File: config.mk
export PLATFORM = sky130hd
export DESIGN_NAME = pool_front
export DESIGN_NICKNAME = d
export VERILOG_FILES = /design/src/hdl/pool_pkg.sv /design/src/hdl/pool_front.sv
export SDC_FILE = /design/constraint.sdc
export NUM_CORES = 1
export LEC_CHECK = 0
export BUFFER_PORTS_ARGS = -buffer_cell sky130_fd_sc_hd__buf_4
export CAP_MARGIN = 10
export CORE_MARGIN = 10
export CORE_UTILIZATION = 45
export CTS_CLUSTER_DIAMETER = 30
export CTS_CLUSTER_SIZE = 25
export DETAILED_ROUTE_END_ITERATION = 8
export PLACE_DENSITY = 0.71
export SETUP_SLACK_MARGIN = 0.02
export SLEW_MARGIN = 5
export SYNTH_ARGS = -nofsm -noshare
export SYNTH_HDL_FRONTEND = slang
export SYNTH_SLANG_ARGS = --single-unit
File: constraint.sdc
create_clock -name clk -period 7.9 [get_ports clk]
set_input_delay 1.185 -clock clk [delete_from_list [all_inputs] [get_ports clk]]
set_output_delay 1.185 -clock clk [all_outputs]
set_load 0.05 [all_outputs]
File: src/hdl/pool_pkg.sv
// Shared types and constants for the 2D pooling block.
package pool_pkg;

  localparam logic [1:0] MODE_MAX = 2'd0;
  localparam logic [1:0] MODE_AVG = 2'd1;
  localparam logic [1:0] MODE_RMS = 2'd2;

  localparam logic OP_WRITE = 1'b0;
  localparam logic OP_POOL  = 1'b1;

  localparam logic [2:0] REG_MODE     = 3'd0;
  localparam logic [2:0] REG_STRIDE_R = 3'd1;
  localparam logic [2:0] REG_STRIDE_C = 3'd2;
  localparam logic [2:0] REG_PAD_R    = 3'd3;
  localparam logic [2:0] REG_PAD_C    = 3'd4;
  localparam logic [2:0] REG_WIN_R    = 3'd5;
  localparam logic [2:0] REG_WIN_C    = 3'd6;

  // One classified command passed from the front part to the back part.
  typedef struct packed {
    logic        is_pool;
    logic        empty;
    logic [1:0]  mode;
    logic [8:0]  row_start;
    logic [8:0]  row_end;
    logic [8:0]  col_start;
    logic [8:0]  col_end;
    logic [3:0]  row;
    logic [3:0]  col;
    logic [3:0]  chan;
    logic [15:0] sample;
  } pool_cmd_t;

endpackage

File: src/hdl/pool_front.sv
// Front part: holds the configuration and turns an input word into a command.
module pool_front
  import pool_pkg::*;
#(
  parameter int MAP_ROWS   = 16,
  parameter int MAP_COLS   = 16,
  parameter int CHANNELS   = 16,
  parameter int MAX_WINDOW = 8
) (
  input  logic        clk,
  input  logic        rst,
  input  logic        cfg_valid,
  output logic        cfg_ready,
  input  logic [2:0]  cfg_index,
  input  logic [31:0] cfg_data,
  input  logic        in_valid,
  input  logic        opcode,
  input  logic [3:0]  row,
  input  logic [3:0]  col,
  input  logic [3:0]  chan,
  input  logic [15:0] sample,
  output pool_cmd_t   cmd
);

  logic [1:0] pool_mode;
  logic [3:0] stride_rows, stride_cols, window_rows, window_cols;
  logic [2:0] pad_rows, pad_cols;

  assign cfg_ready = 1'b1;

  always_ff @(posedge clk) begin
    if (rst) begin
      pool_mode   <= MODE_MAX;
      stride_rows <= 4'd1;
      stride_cols <= 4'd1;
      pad_rows    <= 3'd0;
      pad_cols    <= 3'd0;
      window_rows <= 4'd2;
      window_cols <= 4'd2;
    end else if (cfg_valid) begin
      case (cfg_index)
        REG_MODE:     pool_mode   <= cfg_data[1:0];
        REG_STRIDE_R: stride_rows <= cfg_data[3:0];
        REG_STRIDE_C: stride_cols <= cfg_data[3:0];
        REG_PAD_R:    pad_rows    <= cfg_data[2:0];
        REG_PAD_C:    pad_cols    <= cfg_data[2:0];
        REG_WIN_R:    window_rows <= cfg_data[3:0];
        REG_WIN_C:    window_cols <= cfg_data[3:0];
        default: ;
      endcase
    end
  end

  // Signed 10-bit arithmetic covers origin -7..225 plus a window of up to MAX_WINDOW.
  logic signed [9:0] r_org, c_org, r_e, c_e, r_s, c_s, r_en, c_en;
  logic [4:0] r_w, c_w;

  always_comb begin
    r_w = ({1'b0, window_rows} > 5'(MAX_WINDOW)) ? 5'(MAX_WINDOW) : {1'b0, window_rows};
    c_w = ({1'b0, window_cols} > 5'(MAX_WINDOW)) ? 5'(MAX_WINDOW) : {1'b0, window_cols};
    r_org = $signed({2'b00, 8'(row) * 8'(stride_rows)}) - $signed({7'd0, pad_rows});
    c_org = $signed({2'b00, 8'(col) * 8'(stride_cols)}) - $signed({7'd0, pad_cols});
    r_e = r_org + $signed({5'd0, r_w});
    c_e = c_org + $signed({5'd0, c_w});
    r_s = r_org[9] ? 10'sd0 : r_org;
    c_s = c_org[9] ? 10'sd0 : c_org;
    r_en = (r_e > $signed(10'(MAP_ROWS))) ? $signed(10'(MAP_ROWS)) : r_e;
    c_en = (c_e > $signed(10'(MAP_COLS))) ? $signed(10'(MAP_COLS)) : c_e;
  end

  always_comb begin
    cmd.is_pool   = (opcode == OP_POOL);
    cmd.empty     = (r_en <= r_s) || (c_en <= c_s) || (32'(chan) >= CHANNELS);
    cmd.mode      = pool_mode;
    cmd.row_start = r_s[8:0];
    cmd.row_end   = r_en[8:0];
    cmd.col_start = c_s[8:0];
    cmd.col_end   = c_en[8:0];
    cmd.row       = row;
    cmd.col       = col;
    cmd.chan      = chan;
    cmd.sample    = sample;
  end

  // in_valid only qualifies the queue push in the top level.
  logic unused_ok;
  assign unused_ok = in_valid | (|cfg_data[31:4]);

endmodule

---- Yosys cells after proc, flatten, opt, wreduce, memory -nomap -nowiden ----
Index checks and enable logic that the tools add are counted.
operators by class
  add/subtract/negate cells ............... 4
  $mul .................................... 2
  $lt $le $gt $ge ......................... 6
  eq/ne operators ......................... 6
  multiplexer cells ....................... 6
  reduce and logical (&&, ||, !) cells .... 9
operator list
  kind                 number
  $add 9x5->10         2
  $gt 10x6->1 const B  2
  $le 10x10->1         2
  $mux 10              2
  $mux 9               2
  $sub 8x3->9          2
  $mul 4x4->8          2
  $reduce_and 2->1     7
  $eq 3x3->1 const B   3
  $gt 4x4->1 const B   2
  $mux 4               2
  $eq 3x2->1 const B   2
  $eq 3x1->1 const B   1
  $logic_not 3->1      1
  $logic_or 1x1->1     1
storage, ports and cells
  bits in registers ....................... 24
  input bits .............................. 68
  output and inout port bits .............. 69
  logic and storage cells ................. 40

---- Longest topological paths before layout ----
  depth in word-level cells ............... 7
  gate-level depth with buffers ........... 24

---- Worst setup path after synthesis ----
Ideal clock, no wire load.
  path type ............................... input -> output
  start ................................... input col[0]
  end ..................................... output cmd[66] (netlist name)
  arrival time ............................ 6688 ps
  path slack .............................. 27 ps
  cell stages on the path ................. 20
  buffers on the path ..................... 0
  cell sequence ........................... nand2_1 > ha_1 > fa_1 > fa_1 > inv_1 > ha_1 > xor2_1 > ha_1 > a21oi_1 > and3b_4 > mux2_4 > o41ai_4 > nor2b_1 > ha_1 > and3_1 > o21ai_0 > a21boi_0 > o21ai_0 > a211oi_1 > nand3_1
RTL lines
  what             line              source
  start, declared  pool_front.sv:19  input logic [3:0] col,
  end, declared    pool_front.sv:22  output pool_cmd_t cmd

==> impl_metrics.tcl <==
set metrics [dict create \
    synth-edff-count 0 \
    fin_crit_sh_pct 96.1 \
    avgSynthCellArea_um2 8.22 \
    htreeDepth 1 \
    grt_pass1_wl_um 14000 \
    ctsLongestPathBuffers 2 \
    timing.final.crit_period_ns 7.59 \
    crit_type "in2out" \
    drcViolationCount 0 \
    fillerInstances 769 \
    routabilityCongestion 0.822 \
    postRouteAntennaNets 0 \
    synthesis.area_um2 3790 \
    register_area_um2 480 \
    most-common-layout-cells "sky130_fd_sc_hd__buf_4 (66), sky130_fd_sc_hd__ha_1 (59), sky130_fd_sc_hd__inv_1 (47), sky130_fd_sc_hd__nor2_1 (42), sky130_fd_sc_hd__nand2_1 (40)" \
    buffer_ports.inserted 62 \
    timing_worst_slew_pin_value_ns 0.808 \
    cts.hold.buffers_added 0 \
    yosysSeqAreaShare_pct 12.7 \
    finalNetCount 638 \
    die_h_um 112 \
    critPathRequiredTime_ns 6.71 \
    cts_root_buffer "sky130_fd_sc_hd__clkbuf_8" \
    design.die.area_um2 12500 \
    finClkSkew_ns 0 \
    layout.cells.most_common "sky130_fd_sc_hd__buf_4" \
    post_drt_wl_per_cell_um 13.9 \
    ratio_of_cells_with_drive_above_1_in_the_final_layout_pct 21.1 \
    clk-insertion-delay-late_ns 0.26 \
    core.rowCount 33 \
    max-vdd-ir-drop_v 0.000124 \
    count_of_routing_violations_after_the_opening_detailed_route_iteration 115 \
    antenna_cells 0 \
    total_cts_buffers 3 \
    postSynthRegisterBits 24 \
    postRouteWirelength_um 8290 \
    clk_pin_slew_worst_paths_ns 0.08 \
    p_leak_nw 2.08 \
    placement.setup.worst_slack_ns 0.188 \
    grt_pass1_vias 3029 \
    drv_cap 0 \
    synth.distinct_cells 60 \
    p_per_area_nw_per_um2 225 \
    asyncSetResetFlopFracSynth_pct 0 \
    setup_slack_ns 0.312 \
    ys_warn_count 0 \
    netlist_instances 461 \
    global_route.usage.total_pct 12.5 \
    clock_tree_from_tritoncts "done" \
    critical_path.max_fanout 5 \
    timing.critical_path.from_type "primary input" \
    maxSlewHeadroom_pct 46.0 \
    post_drt_via_cell_ratio 5.18 \
    timing.critical_path.arrival_ns 6.40 \
    postSynth.topFlopCell "sky130_fd_sc_hd__dfxtp_1" \
    tritoncts_num_sinks 24 \
    grt_overflow 0 \
    outcome "complete, no violations" \
    io_pins 137 \
    hold_violations 0 \
    grt_max_degree 25 \
    finish.utilization_pct 52.3 \
    totalNegativeSetupSlack_ns 0 \
    floorplan.core_area_um2 8220 \
    multi_input_combinational_cell_area_um2 2950 \
    grt_antenna_before_repair 0 \
    setup.worst_path.end_class "output pin" \
    detailed_place_hpwl_um 7040 \
    unrepaired_setup_endpoints_after_global_routing "no" \
    area_growth_pct 13.5 \
    detail_route.first_pass.iterations 4 \
    finalSetupViolations 0 \
    vias 3098 \
    die_width_um 112 \
    start_util_pct 46.1 \
    slew_violations 0 \
    hp-class "reg2reg" \
    fmaxAchievable_mhz 132 \
]
## report_power, final
group	switching (mW)	internal (mW)
registers	0.00239	0.124
logic	0.487	0.270
clock network	0.0381	0.0445
total	0.528	0.439
## synth_stat cells, drive strengths merged, types with 2 or more instances
library cell  instances  area share, %
ha                   62             20
inv                  47            4.7
nor2                 42            4.2
nand2                40            4.0
buf                  32            6.3
and2                 25            4.2
dfxtp                24             13
a21oi                20            2.9
mux2i                19            5.0
fa                   14            7.4
nor2b                13            2.1
a21o                 11            2.2
o21ai                11            1.5
xor2                  9            2.1
a211oi                8            1.8
clkbuf                8           0.79
xnor2                 8            2.3
a211o                 5            1.2
nand4                 5            1.2
nand4b                5            1.3
nor3                  4           0.53
a31oi                 3           0.50
and3                  3           0.50
and3b                 3           0.79
nand2b                3           0.50
nand3                 3           0.40
nor3b                 3           0.59
nor4                  3           0.89
o211ai                3           0.59
conb                  2           0.20
o21a                  2           0.40
o21ba                 2           0.53
o41ai                 2           0.96
## cell families after synthesis
kind of cell    Yosys count  share of synthesized area (%)
simple gates            159                           22.9
buf+inv                  87                           11.8
fa+ha+maj                76                           27.9
compound gates           76                           14.8
flops                    24                           12.7
mux                      20                           5.41
xor+xnor                 17                           4.42
other cells               2                          0.198
## registers in the layout, indices dropped and copies added (netlist names)
name	cells
window_rows	4
pad_rows	3
window_cols	4
pool_mode	2
stride_rows	4
pad_cols	3
stride_cols	4
## worst paths after layout
path                            slack [ns]            from             end  depth (start not counted)
worst min-delay path                  0.48  window_rows[1]  window_rows[1]                          1
worst max register to register        7.03  stride_rows[0]  stride_rows[0]                          2
worst min register to register        0.48  window_rows[1]  window_rows[1]                          1
worst max-delay path                  0.31          row[0]         cmd[66]                         24
## per-layer routing
layer	track usage, %	vias to the layer above	wire length (um)
met2	20.5	64	3780
met3	3.22	6	510
met5	0	-	0
met4	1.54	0	23
met1	16.5	1425	3970
li1	-	1603	-
## repair_timing
item	in CTS	in global routing
endpoints found under the setup margin	0	1
gates resized for setup	0	16
setup buffers	0	3
## cell type report
class | count | area share [%]
timing repair buffer | 67 | 11.8
inverter | 47 | 4.10
sequential | 24 | 11.2
tap | 105 | 3.05
multi-input combinational | 351 | 68.6
clock buffer | 4 | 1.28
## stage by stage
step | hold WS [ns] | instance area, um^2 | total power, mW | cells
final | 0.478 | 4300 | 0.966 | 598
after global routing | 0.504 | 4300 | 1.04 | 598
after CTS | 0.477 | 4190 | 0.949 | 595
after detailed placement | 0.460 | 4140 | 0.865 | 591
after global placement | 0.455 | 4140 | 0.849 | 591
after floorplan | 0.427 | 3790 | 0.709 | 462
## critical path, cell delays in order
cell and delay [ns]:
sky130_fd_sc_hd__buf_4 0.13, sky130_fd_sc_hd__and2_1 0.15, sky130_fd_sc_hd__ha_1 0.27, sky130_fd_sc_hd__ha_1 0.31, sky130_fd_sc_hd__fa_1 0.54, sky130_fd_sc_hd__fa_1 0.51, sky130_fd_sc_hd__xor2_2 0.23, sky130_fd_sc_hd__ha_4 0.31
sky130_fd_sc_hd__nand3_1 0.10, sky130_fd_sc_hd__o2bb2ai_1 0.17, sky130_fd_sc_hd__nor4_4 0.33, sky130_fd_sc_hd__nor2_1 0.08, sky130_fd_sc_hd__o32ai_2 0.32, sky130_fd_sc_hd__a21oi_2 0.08, sky130_fd_sc_hd__and2_1 0.20, sky130_fd_sc_hd__ha_1 0.32
sky130_fd_sc_hd__a21o_1 0.18, sky130_fd_sc_hd__a21oi_1 0.13, sky130_fd_sc_hd__o221ai_1 0.13, sky130_fd_sc_hd__a21o_1 0.20, sky130_fd_sc_hd__a21oi_1 0.20, sky130_fd_sc_hd__a211oi_1 0.07, sky130_fd_sc_hd__nand3_1 0.10, sky130_fd_sc_hd__buf_6 0.16
Note: power is estimated with default switching activity, not from simulation.
