### src/hdl/pool_pkg.sv
// Shared types and constants for the 2D pooling block.
package pool_pkg;

  localparam logic [1:0] MODE_MAX = 2'd0;
  localparam logic [1:0] MODE_AVG = 2'd1;
  localparam logic [1:0] MODE_RMS = 2'd2;

  localparam logic OP_WRITE = 1'b0;
  localparam logic OP_POOL  = 1'b1;

  localparam logic [2:0] REG_MODE     = 3'd0;
  localparam logic [2:0] REG_STRIDE_R = 3'd1;
  localparam logic [2:0] REG_STRIDE_C = 3'd2;
  localparam logic [2:0] REG_PAD_R    = 3'd3;
  localparam logic [2:0] REG_PAD_C    = 3'd4;
  localparam logic [2:0] REG_WIN_R    = 3'd5;
  localparam logic [2:0] REG_WIN_C    = 3'd6;

  // One classified command passed from the front part to the back part.
  typedef struct packed {
    logic        is_pool;
    logic        empty;
    logic [1:0]  mode;
    logic [8:0]  row_start;
    logic [8:0]  row_end;
    logic [8:0]  col_start;
    logic [8:0]  col_end;
    logic [3:0]  row;
    logic [3:0]  col;
    logic [3:0]  chan;
    logic [15:0] sample;
  } pool_cmd_t;

endpackage

### src/hdl/pool_queue.sv
// Short queue of commands between the front and back parts.
module pool_queue
  import pool_pkg::*;
(
  input  logic      clk,
  input  logic      rst,
  input  logic      push,
  output logic      full,
  input  pool_cmd_t din,
  output logic      valid,
  input  logic      take,
  output pool_cmd_t dout
);

  pool_cmd_t slots [2];
  logic      wp, rp;
  logic [1:0] cnt;

  assign full  = (cnt == 2'd2);
  assign valid = (cnt != 2'd0);
  assign dout  = slots[rp];

  always_ff @(posedge clk) begin
    if (push && !full) slots[wp] <= din;
  end

  always_ff @(posedge clk) begin
    if (rst) begin
      wp <= 1'b0;
      rp <= 1'b0;
      cnt <= 2'd0;
    end else begin
      if (push && !full) wp <= ~wp;
      if (take && valid) rp <= ~rp;
      cnt <= cnt + 2'((push && !full) ? 1 : 0) - 2'((take && valid) ? 1 : 0);
    end
  end

endmodule

### config.mk
export PLATFORM = sky130hd
export DESIGN_NAME = pool_queue
export DESIGN_NICKNAME = d
export VERILOG_FILES = /design/src/hdl/pool_pkg.sv /design/src/hdl/pool_queue.sv
export SDC_FILE = /design/constraint.sdc
export NUM_CORES = 1
export LEC_CHECK = 0
export ABC_AREA = 0
export BUFFER_PORTS_ARGS = -buffer_cell sky130_fd_sc_hd__buf_2
export CAP_MARGIN = 20
export CORE_UTILIZATION = 50
export DETAILED_ROUTE_END_ITERATION = 8
export GPL_TIMING_DRIVEN = 1
export PLACE_DENSITY = 0.76
export SLEW_MARGIN = 40
export SYNTH_ARGS = -nofsm -noshare
export SYNTH_HDL_FRONTEND = slang
export SYNTH_SLANG_ARGS = --single-unit
### constraint.sdc
create_clock -name clk -period 4.67 [get_ports clk]
set_clock_uncertainty 0.05 [all_clocks]
set_input_delay 0 -clock clk [delete_from_list [all_inputs] [get_ports clk]]
set_output_delay 0 -clock clk [all_outputs]
set_load 0.01 [all_outputs]
# Word-level counts from Yosys, hierarchy flattened
# Memories as Yosys holds them, arrays and structs flattened. A register that Yosys moved wholly into a read port is not among the register bits.
# Cells that the tools add are included.
# totals
n_memories,1
inputBits,72
ram_bits,136
register_bits,4
word_cells,19
output_inout_bits,70
# op_classes
n_reduce_logical,4
n_bitwise,2
n_eq_ne,1
muxes,6
add_sub_neg,2
# mem_list
name,depth,width,rd,rd_clocked_by_memory_dff,write_ports,line_no,text
slots,2,68,1,1,1,pool_queue.sv:15,pool_cmd_t slots [2];
# op_table
operator,n
$mux W1,6
$add A2 B1 Y2,1
$eq A2 B2 Y1 const B,1
$logic_and A1 B1 Y1,2
$not A1 Y1,2
$reduce_bool A2 Y1,1
$sub A2 B1 Y2,1
$logic_not A1 Y1,1

# Longest topological paths before layout
# Gate-level depths: netlist of the first run.
# depth
ltp_word,6
ltp_mapped,8

# Worst setup path after synthesis of the first run
# No wires, ideal clock.
# synth_path
path_type,flip-flop to flip-flop
from,register cnt[0]
to,"memory slots[0][0] (netlist name), enable pin"
stages_incl_launch_ff,5
period_less_slack_ns,2.657
required_ns,4.198
t_arrival_ns,2.185
setup_ns,0.422
setup_slack_ns,2.013
n_path_buf,0
path_cell_list,dfxtp_1 -> nand2b_2 -> inv_2 -> or3_1 -> inv_1
# synth_via
elab_chain_len,5
# synth_lines
element,line_no,text
start: declaration,pool_queue.sv:17,logic [1:0] cnt;
start signal: assignment,pool_queue.sv:35,cnt <= cnt + 2'((push && !full) ? 1 : 0) - 2'((take && valid) ? 1 : 0);
$eq A2 B2 Y1,pool_queue.sv:19,assign full = (cnt == 2'd2);
named net full,pool_queue.sv:8,"output logic full,"
$logic_not A1 Y1,pool_queue.sv:24,if (push && !full) slots[wp] <= din;
$logic_and A1 B1 Y1,pool_queue.sv:24,
$mux W1,pool_queue.sv:24,
$mux W1 (implied by the code),pool_queue.sv:24,
end: declaration,pool_queue.sv:15,
# The timed path passes the listed nets, and every way through them passes these cells.

# Worst setup path after layout of the first run
# layout_path
from,register cnt[0]
to,"memory slots[0][37] (netlist name), enable pin"
# layout_via
elab_chain_len,5
# layout_lines
element,line_no
$eq A2 B2 Y1,pool_queue.sv:19
$logic_not A1 Y1,pool_queue.sv:24
$logic_and A1 B1 Y1,pool_queue.sv:24
$mux W1,pool_queue.sv:24
$mux W1 (implied by the code),pool_queue.sv:24
# Every way passes these cells.

==> metrics.cfg, run 1 <==
[outcome]
status=finished clean

[floorplanning]
rows=36
ios=142
dieArea_um2=10900
core_area_um2=9950
die_h_um=104
die_w_um=104
initial_core_util=0.525

[global_routing]
grt_pass1_vias=3223
grt_overflow_total=0
antenna_found_initial=0
grt_usage=0.191
grt_pass1_wl_um=15500
grt_max_degree=49

[finish]
final_cell_mix=141 x buf_2, 136 x edfxtp_1, 72 x dlygate4sd3_1, 48 x mux2_2, 20 x mux2_4
utilization=0.748
final_common_cell=buf_2
drive_above_1_share=0.513
antenna_cells=0
syn_to_final_growth_pct=42.5
nets=539

[drt]
detail_route.first_pass.iterations=4
vias=2997
post-route-drc-count=0
drtIter0Drc=92
wl_met1_um=3900
ant_nets=0
drt-vias-per-instance=4.91
wire_per_inst_um=16.2
dr.max_layer_used=met4
wl_met3_um=519
met2RoutedLength_um=5350
totalWireLength_um=9880

[power_and_ir_drop]
sequentialPowerShare=0.422
power.total_mw=3.93
vdd_drop_max_uv=439
netSwitchingFraction=0.241
powerDensity_nw_per_um2=527
power_frac_comb=0.212
p_switching_mw=0.948
p_leak_nw=2.90
power_frac_clock=0.366
p_int_mw=2.98

[yosys]
synthDistinctLibCells=22
synth_xor_area_frac=0.00502
ys_seq_area_frac=0.800
ys_seq_elements=141
synth-adder-area-share=0.00478
syn_nets=312
netlist_top_cells_area=edfxtp_1 78%, mux2_2 10%, mux2_4 5.7%
ys.warnings.count=0
synth.top_cell.area_share=0.781
avgSynthCellArea_um2=22.0
netlist_area_um2=5230
synth-compound-area-share=0.00335
synth_top_family_by_area=multiplexers
synth_top_cell_by_area=edfxtp_1
syn_inst=238
muxShareOfSynthArea=0.161
yosys.area_share.simple=0.00933

[clock_network]
hold_buffers=72
cts_setup_buffers=0
clk_pin_slew_worst_paths_ps=60
numCtsBuffers=17
tritoncts=built
cts.path.max_buffers=2
post_cts_resized=0
cts_sinks=141
htree_num_levels=4
root_buffer=clkbuf_8
insertion_delay_ps=510

[min_path]
hold_class=in -> reg

[flow_run]
maxCapViolCount=0

[timing]
hold_viol_final=0
slew_headroom=0.573
drv_slew=0
setup_viol=0
finalCritPeriodShare=0.484
rsz0062_at_grt=false
tightest_slew_ps=641
fmax_mhz=443
setup_tns_ps=0
min_period_ps=2260

[setup_path]
crit_slowest_cell=inv_4
start_kind=register
path_cells=nand2b_2 -> inv_2 -> or3_1 -> inv_4 -> buf_4
criticalPathCategory=reg -> reg
crit_required_ps=4800
cpPeakStageDelay_ps=500
arrival_ps=2390
cp-end-kind=register
cp_max_fo=48

[placement]
dp_hpwl_um=5690
portBuffers=141
finalWeightedCongestion=0.665

## registers in the layout (all words and copies together), names as in the netlist, named ones only
register  cells
cnt           2
rp            1
slots       136
wp            1
## critical path: cells and delay by family, from the launching register on
family,cells,cell delay [ps]
buffers and inverters,3,950
and+or+nand+nor,2,520
DFF,1,370
## power by group through the flow
stage	clock, mW	sequential, mW	combinational [mW]
4_1_cts	1.46	1.66	0.839
6_report	1.44	1.66	0.834
5_1_grt	1.50	1.68	0.893
3_3_place_gp	0	1.71	0.712
2_1_floorplan	0	1.63	0.558
3_5_place_dp	0	1.68	0.780
## worst paths after layout
path | startpoint | end | slack, ps | cells after the start
setup reg to reg | cnt[0] | slots[0][37] | 2410 | 5
hold reg to reg | wp | wp | 480 | 2
setup / recovery | cnt[0] | slots[0][37] | 2410 | 5
hold / removal | din[49] | slots[0][49] | 160 | 2
## per-stage QoR
stage / instance area (um^2) / hold slack (ps) / setup slack, ps / instances
CTS: 7450 / 139 / 2410 / 611
global route: 7450 / 152 / 2270 / 611
finish: 7450 / 159 / 2410 / 611
floorplan: 5230 / 19.1 / 2010 / 238
global placement: 6050 / 139 / 2190 / 505
detailed placement: 6090 / 142 / 2430 / 507
## metal layers
metal | vias up | global-route usage
li1 | 1388 | -
met1 | 1495 | 0.212
met2 | 103 | 0.343
met3 | 11 | 0.0576
met4 | 0 | 0.0735
met5 | - | 0
## cells in the mapped netlist
cell type	count
a21oi_1	1
and3_1	1
buf_2	4
buf_6	2
buf_8	2
dfxtp_1	5
edfxtp_1	136
ha_1	2
inv_1	3
inv_2	1
mux2_2	48
mux2_4	20
nand2_1	1
nand2b_2	1
nor2_1	3
nor2b_1	1
o21a_1	1
o21ai_0	1
or2_2	1
or3_1	1
xnor2_1	2
xor2_1	1
## cell families after synthesis
group,Yosys count
and+or+nand+nor,9
adders and majority gates,2
AOI/OAI and AO/OA,3
DFF,141
muxes,68
xor gates and xnor gates,3
buffers and inverters,12
## final cells by class
cell class                      count  area, um^2
Multi-Input combinational cell     85         963
Tap cell                          133         166
Timing Repair Buffer              216        1470
Sequential cell                   141        4190
Clock buffer                       19         422
Clock inverter                     13         220
Inverter                            4        17.5
Fill cell                         604        2500
No activity file was read; power rests on OpenSTA's default activity.
==> inputs of run 2 (changes only) <==
clock period = 2.3 ns   (was 4.67 ns; I/O delays follow)
==> metrics.cfg, run 2 (synthesis results as in run 1) <==
[min_path]
hold_class=in -> reg  ; unchanged

[finish]
nets=543  ; was 539
final_cell_mix=141 x buf_2, 136 x edfxtp_1, 72 x dlygate4sd3_1, 48 x mux2_2, 20 x mux2_4  ; unchanged
final_cells=615  ; was 611
reg_top3=slots x136, cnt x2  ; unchanged
syn_to_final_growth_pct=41.3  ; was 42.5%
drive_above_1_share=0.521  ; was 0.513
final_common_cell=buf_2  ; unchanged
largest_reg_flops=136  ; unchanged
regMostFlops=slots  ; unchanged
antenna_cells=0  ; unchanged

[clock_network]
tritoncts=built  ; unchanged
clk_pin_slew_worst_paths_ps=60  ; about the same
cts.path.max_buffers=2  ; unchanged
post_cts_resized=0  ; unchanged
insertion_delay_ps=510  ; about the same
numCtsBuffers=17  ; unchanged
cts_setup_buffers=0  ; unchanged
root_buffer=clkbuf_8  ; unchanged
hold_buffers=72  ; unchanged
htree_num_levels=4  ; unchanged
cts_sinks=141  ; unchanged

[floorplanning]
rows=36  ; unchanged
core_area_um2=9950  ; unchanged
die_h_um=104  ; unchanged
dieArea_um2=10900  ; unchanged
initial_core_util=0.525  ; unchanged
ios=142  ; unchanged
die_w_um=104  ; unchanged

[power_and_ir_drop]
vdd_drop_max_uv=723  ; was 439 uV
p_leak_nw=2.86  ; was 2.90 nW
powerDensity_nw_per_um2=1020  ; was 527 nW/um^2

[drt]
vias=2940  ; was 2997
ant_nets=0  ; unchanged
post-route-drc-count=0  ; unchanged
detail_route.first_pass.iterations=4  ; unchanged
wire_per_inst_um=16.5  ; was 16.2 um
drt-vias-per-instance=4.78  ; was 4.91
totalWireLength_um=10200  ; was 9880 um
drtIter0Drc=115  ; was 92

[setup_path]
crit_required_ps=2250  ; was 4800 ps
cpPeakStageDelay_ps=630  ; was 500 ps
crit_slowest_cell=dfxtp_4  ; was inv_4
cp_max_fo=31  ; was 48
crit_buf_inv=2  ; was 3
crit_family=flip-flops  ; was buffers and inverters
arrival_ps=1980  ; was 2390 ps
path_cells=buf_12 -> mux2_2 -> buf_2  ; was nand2b_2 -> inv_2 -> or3_1 -> inv_4 -> buf_4
r2r_slack_ps=550  ; was 2410 ps
start_kind=register  ; unchanged
cp-end-kind=output port  ; was register
criticalPathCategory=reg -> out  ; was reg -> reg

[global_routing]
grt_usage=0.195  ; was 0.191
antenna_found_initial=0  ; unchanged
grt_pass1_wl_um=15600  ; was 15500 um
grt_max_degree=47  ; was 49
grt_pass1_vias=3185  ; was 3223
grt_overflow_total=0  ; unchanged

[timing]
slew_headroom=0.708  ; was 0.573
setup_tns_ps=0  ; unchanged
tightest_slew_ps=438  ; was 641 ps
fmax_mhz=493
rsz0062_at_grt=false  ; unchanged
setup_viol=0  ; unchanged
hold_viol_final=0  ; unchanged
min_period_ps=2030
finalCritPeriodShare=0.881
drv_slew=0  ; unchanged

[placement]
finalWeightedCongestion=0.678  ; was 0.665
portBuffers=141  ; unchanged
dp_hpwl_um=5940  ; was 5690 um
dp_cells=511  ; was 507

[outcome]
status=finished clean  ; unchanged

[flow_run]
maxCapViolCount=0  ; unchanged

-- run 2: metal layers --
metal | GRT usage | wire length [um]
met1 | 0.211 | 4020
met2 | 0.349 | 5500
met3 | 0.0633 | 490
met4 | 0.0837 | 160
met5 | 0 | 0
-- run 2: power breakdown --
group	switching (mW)	internal [mW]	total, mW
clock network	1.01	1.43	2.44
logic	0.825	0.922	1.75
registers	0.159	3.19	3.35
total	1.99	5.54	7.54
-- run 2: worst paths after layout --
check	startpoint	end	cells past startpoint
min reg2reg	wp	wp	2
max	register	dout[12]	3
max reg2reg	cnt[0]	slots[0][61]	5
min	din[39]	slots[1][39]	2
-- run 2: cell type report --
type	instances	area (um^2)
inverters	4	18.8
multi-input cells	85	963
clock inverters	14	121
flip-flops and latches	141	4190
well taps	133	166
repair buffers	220	1520
clock buffers	18	418
fillers	580	2560
-- run 2: worst register-to-register path: stages, from the launching register on --
cell        delay [ps]
dfxtp_1            380
nand2b_2           170
inv_2               40
or3_1              360
clkinvlp_4         120
buf_4              300
-- run 2: metrics by stage --
stage,util,worst slack [ps],hold slack (ps),area (um^2),total power [mW]
finish,0.743,273,152,7390,7.54
global route,0.743,169,137,7390,7.84
CTS,0.743,253,133,7390,7.58
detailed placement,0.616,551,142,6130,5.05
global placement,0.616,627,139,6130,4.99
floorplan,-,147,19.1,5240,4.44
==> inputs of run 3 (changes only) <==
RECOVER_POWER = 100   (was unset)
==> metrics.cfg, run 3 (synthesis results as in run 1) <==
[outcome]
status=finished clean  ; unchanged

[timing]
setup_tns_ps=0  ; unchanged
min_period_ps=2060  ; was 2030 ps
hold_viol_final=0  ; unchanged
rsz0062_at_grt=false  ; unchanged
slew_headroom=0.460  ; was 0.708
hold_ws_ps=152  ; about the same
tightest_slew_ps=810  ; was 438 ps
drv_slew=0  ; unchanged
setup_viol=0  ; unchanged
fmax_mhz=485  ; was 493 MHz
finalCritPeriodShare=0.897  ; was 0.881

[flow_run]
maxCapViolCount=0  ; unchanged

[global_routing]
met3_usage=0.0633  ; unchanged
top_usage_layer=met2  ; unchanged
grt_max_degree=47  ; unchanged
grt_usage=0.195  ; unchanged
antenna_found_initial=0  ; unchanged
grt.met1_usage=0.211  ; unchanged
gr-usage-met2=0.349  ; unchanged
grt_pass1_vias=3185  ; unchanged
grt_overflow_total=0  ; unchanged
grt_pass1_wl_um=15600  ; unchanged

[power_and_ir_drop]
p_leak_nw=2.52  ; was 2.86 nW
power_frac_comb=0.212  ; was 0.232
powerDensity_nw_per_um2=1020  ; about the same
sequentialPowerShare=0.456  ; was 0.445
power_frac_clock=0.332  ; was 0.324
p_switching_mw=1.98  ; was 1.99 mW
netSwitchingFraction=0.270  ; was 0.265
vdd_drop_max_uv=719  ; was 723 uV
p_int_mw=5.36  ; was 5.54 mW

[floorplanning]
die_h_um=104  ; unchanged
rows=36  ; unchanged
initial_core_util=0.525  ; unchanged
ios=142  ; unchanged
dieArea_um2=10900  ; unchanged
core_area_um2=9950  ; unchanged
die_w_um=104  ; unchanged

[setup_path]
criticalPathCategory=reg -> out  ; unchanged
cp_max_fo=29  ; was 31
r2r_slack_ps=260  ; was 550 ps
cp-end-kind=output port  ; unchanged
start_kind=register  ; unchanged
crit-reg2reg-launch=cnt[0]  ; unchanged
arrival_ps=2010  ; was 1980 ps
r2r-end=slots[0][12]  ; was slots[0][61]
crit_required_ps=2250  ; about the same
r2r_cells=5  ; unchanged

[min_path]
hp-start=din[39]  ; unchanged
whs_endpoint=slots[1][39]  ; unchanged
hold_class=in -> reg  ; unchanged
hold_depth=2  ; unchanged

[clock_network]
cts_setup_buffers=0  ; unchanged
htree_num_levels=4  ; unchanged
clk_pin_slew_worst_paths_ps=60  ; about the same
tritoncts=built  ; unchanged
root_buffer=clkbuf_8  ; unchanged
hold_buffers=72  ; unchanged
cts_sinks=141  ; unchanged
numCtsBuffers=17  ; unchanged
cts.path.max_buffers=2  ; unchanged
post_cts_resized=0  ; unchanged
insertion_delay_ps=510  ; about the same

[finish]
final_common_cell=edfxtp_1  ; was buf_2
final_cell_mix=136 x edfxtp_1, 102 x clkbuf_1, 72 x dlygate4sd3_1, 46 x mux2_2, 40 x buf_2  ; was 141 x buf_2, 136 x edfxtp_1, 72 x dlygate4sd3_1, 48 x mux2_2, 20 x mux2_4
regMostFlops=slots  ; unchanged
syn_to_final_growth_pct=36.9  ; was 41.3%
nets=543  ; unchanged
drive_above_1_share=0.268  ; was 0.521
antenna_cells=0  ; unchanged
fillers=673  ; was 580
largest_reg_flops=136  ; unchanged
reg_top3=slots x136, cnt x2  ; unchanged

[drt]
totalWireLength_um=10200  ; about the same
wire_per_inst_um=16.5  ; about the same
detail_route.first_pass.iterations=4  ; unchanged
vias=2942  ; was 2940
ant_nets=0  ; unchanged
drtIter0Drc=126  ; was 115
drt-vias-per-instance=4.78  ; about the same
post-route-drc-count=0  ; unchanged

[placement]
finalWeightedCongestion=0.678  ; unchanged
dp_hpwl_um=5940  ; unchanged
portBuffers=141  ; unchanged

==> run 3: cell types whose count changed in the layout (fill, tap and decap cells not counted) <==
cell      change
buf_4         -4
mux2_1       +19
inv_2         -1
mux2_4       -17
and3_1        +1
buf_2       -101
clkbuf_4      +1
clkbuf_2      +5
and3_4        -1
mux2_2        -2
clkbuf_1    +101
buf_12        -2
inv_1         +1
==> run 3: worst max-delay path by stage <==
stage          slack [ps]      from            to
2_1_floorplan         150    cnt[0]   slots[0][0]
3_5_place_dp          550    cnt[0]  slots[0][61]
4_1_cts               250  register      dout[21]
6_report              240  register      dout[53]
3_3_place_gp          630    cnt[0]  slots[0][66]
5_1_grt               130  register      dout[51]
==> run 3: power by group through the flow <==
stage               Sequential, mW  Clock [mW]  Combinational [mW]
detailed placement            3.40           0                1.65
floorplan                     3.30           0                1.14
finish                        3.35        2.44                1.55
CTS                           3.35        2.47                1.76
global route                  3.38        2.59                1.68
global placement              3.37           0                1.62
==> run 3: metal layers <==
metal  up-vias  share of wire
met5         -              0
met1      1424           0.40
li1       1399              -
met2       103           0.54
met3        16          0.051
met4         0          0.015
==> run 3: cell type report <==
type                            instances  area (um^2)  area share
Sequential cell                       141         4190       0.585
Timing Repair Buffer                  220         1350       0.189
Multi-Input combinational cell         85          895       0.125
Clock buffer                           18          418      0.0584
Tap cell                              133          166      0.0232
Clock inverter                         14          121      0.0170
Inverter                                4         18.8     0.00262
==> run 3: worst max-delay path: stages, from the launching register on <==
cell and delay (ps):
dfxtp_4 600, clkbuf_2 350, mux2_1 380, buf_2 150
==> run 3: per-stage QoR <==
step | std cells | power, mW | instance area [um^2] | util | worst slack [ps]
global route | 615 | 7.64 | 7160 | 0.719 | 131
floorplan | 238 | 4.44 | 5240 | - | 147
CTS | 615 | 7.58 | 7390 | 0.743 | 253
global placement | 511 | 4.99 | 6130 | 0.616 | 627
detailed placement | 511 | 5.05 | 6130 | 0.616 | 551
finish | 615 | 7.34 | 7160 | 0.719 | 238
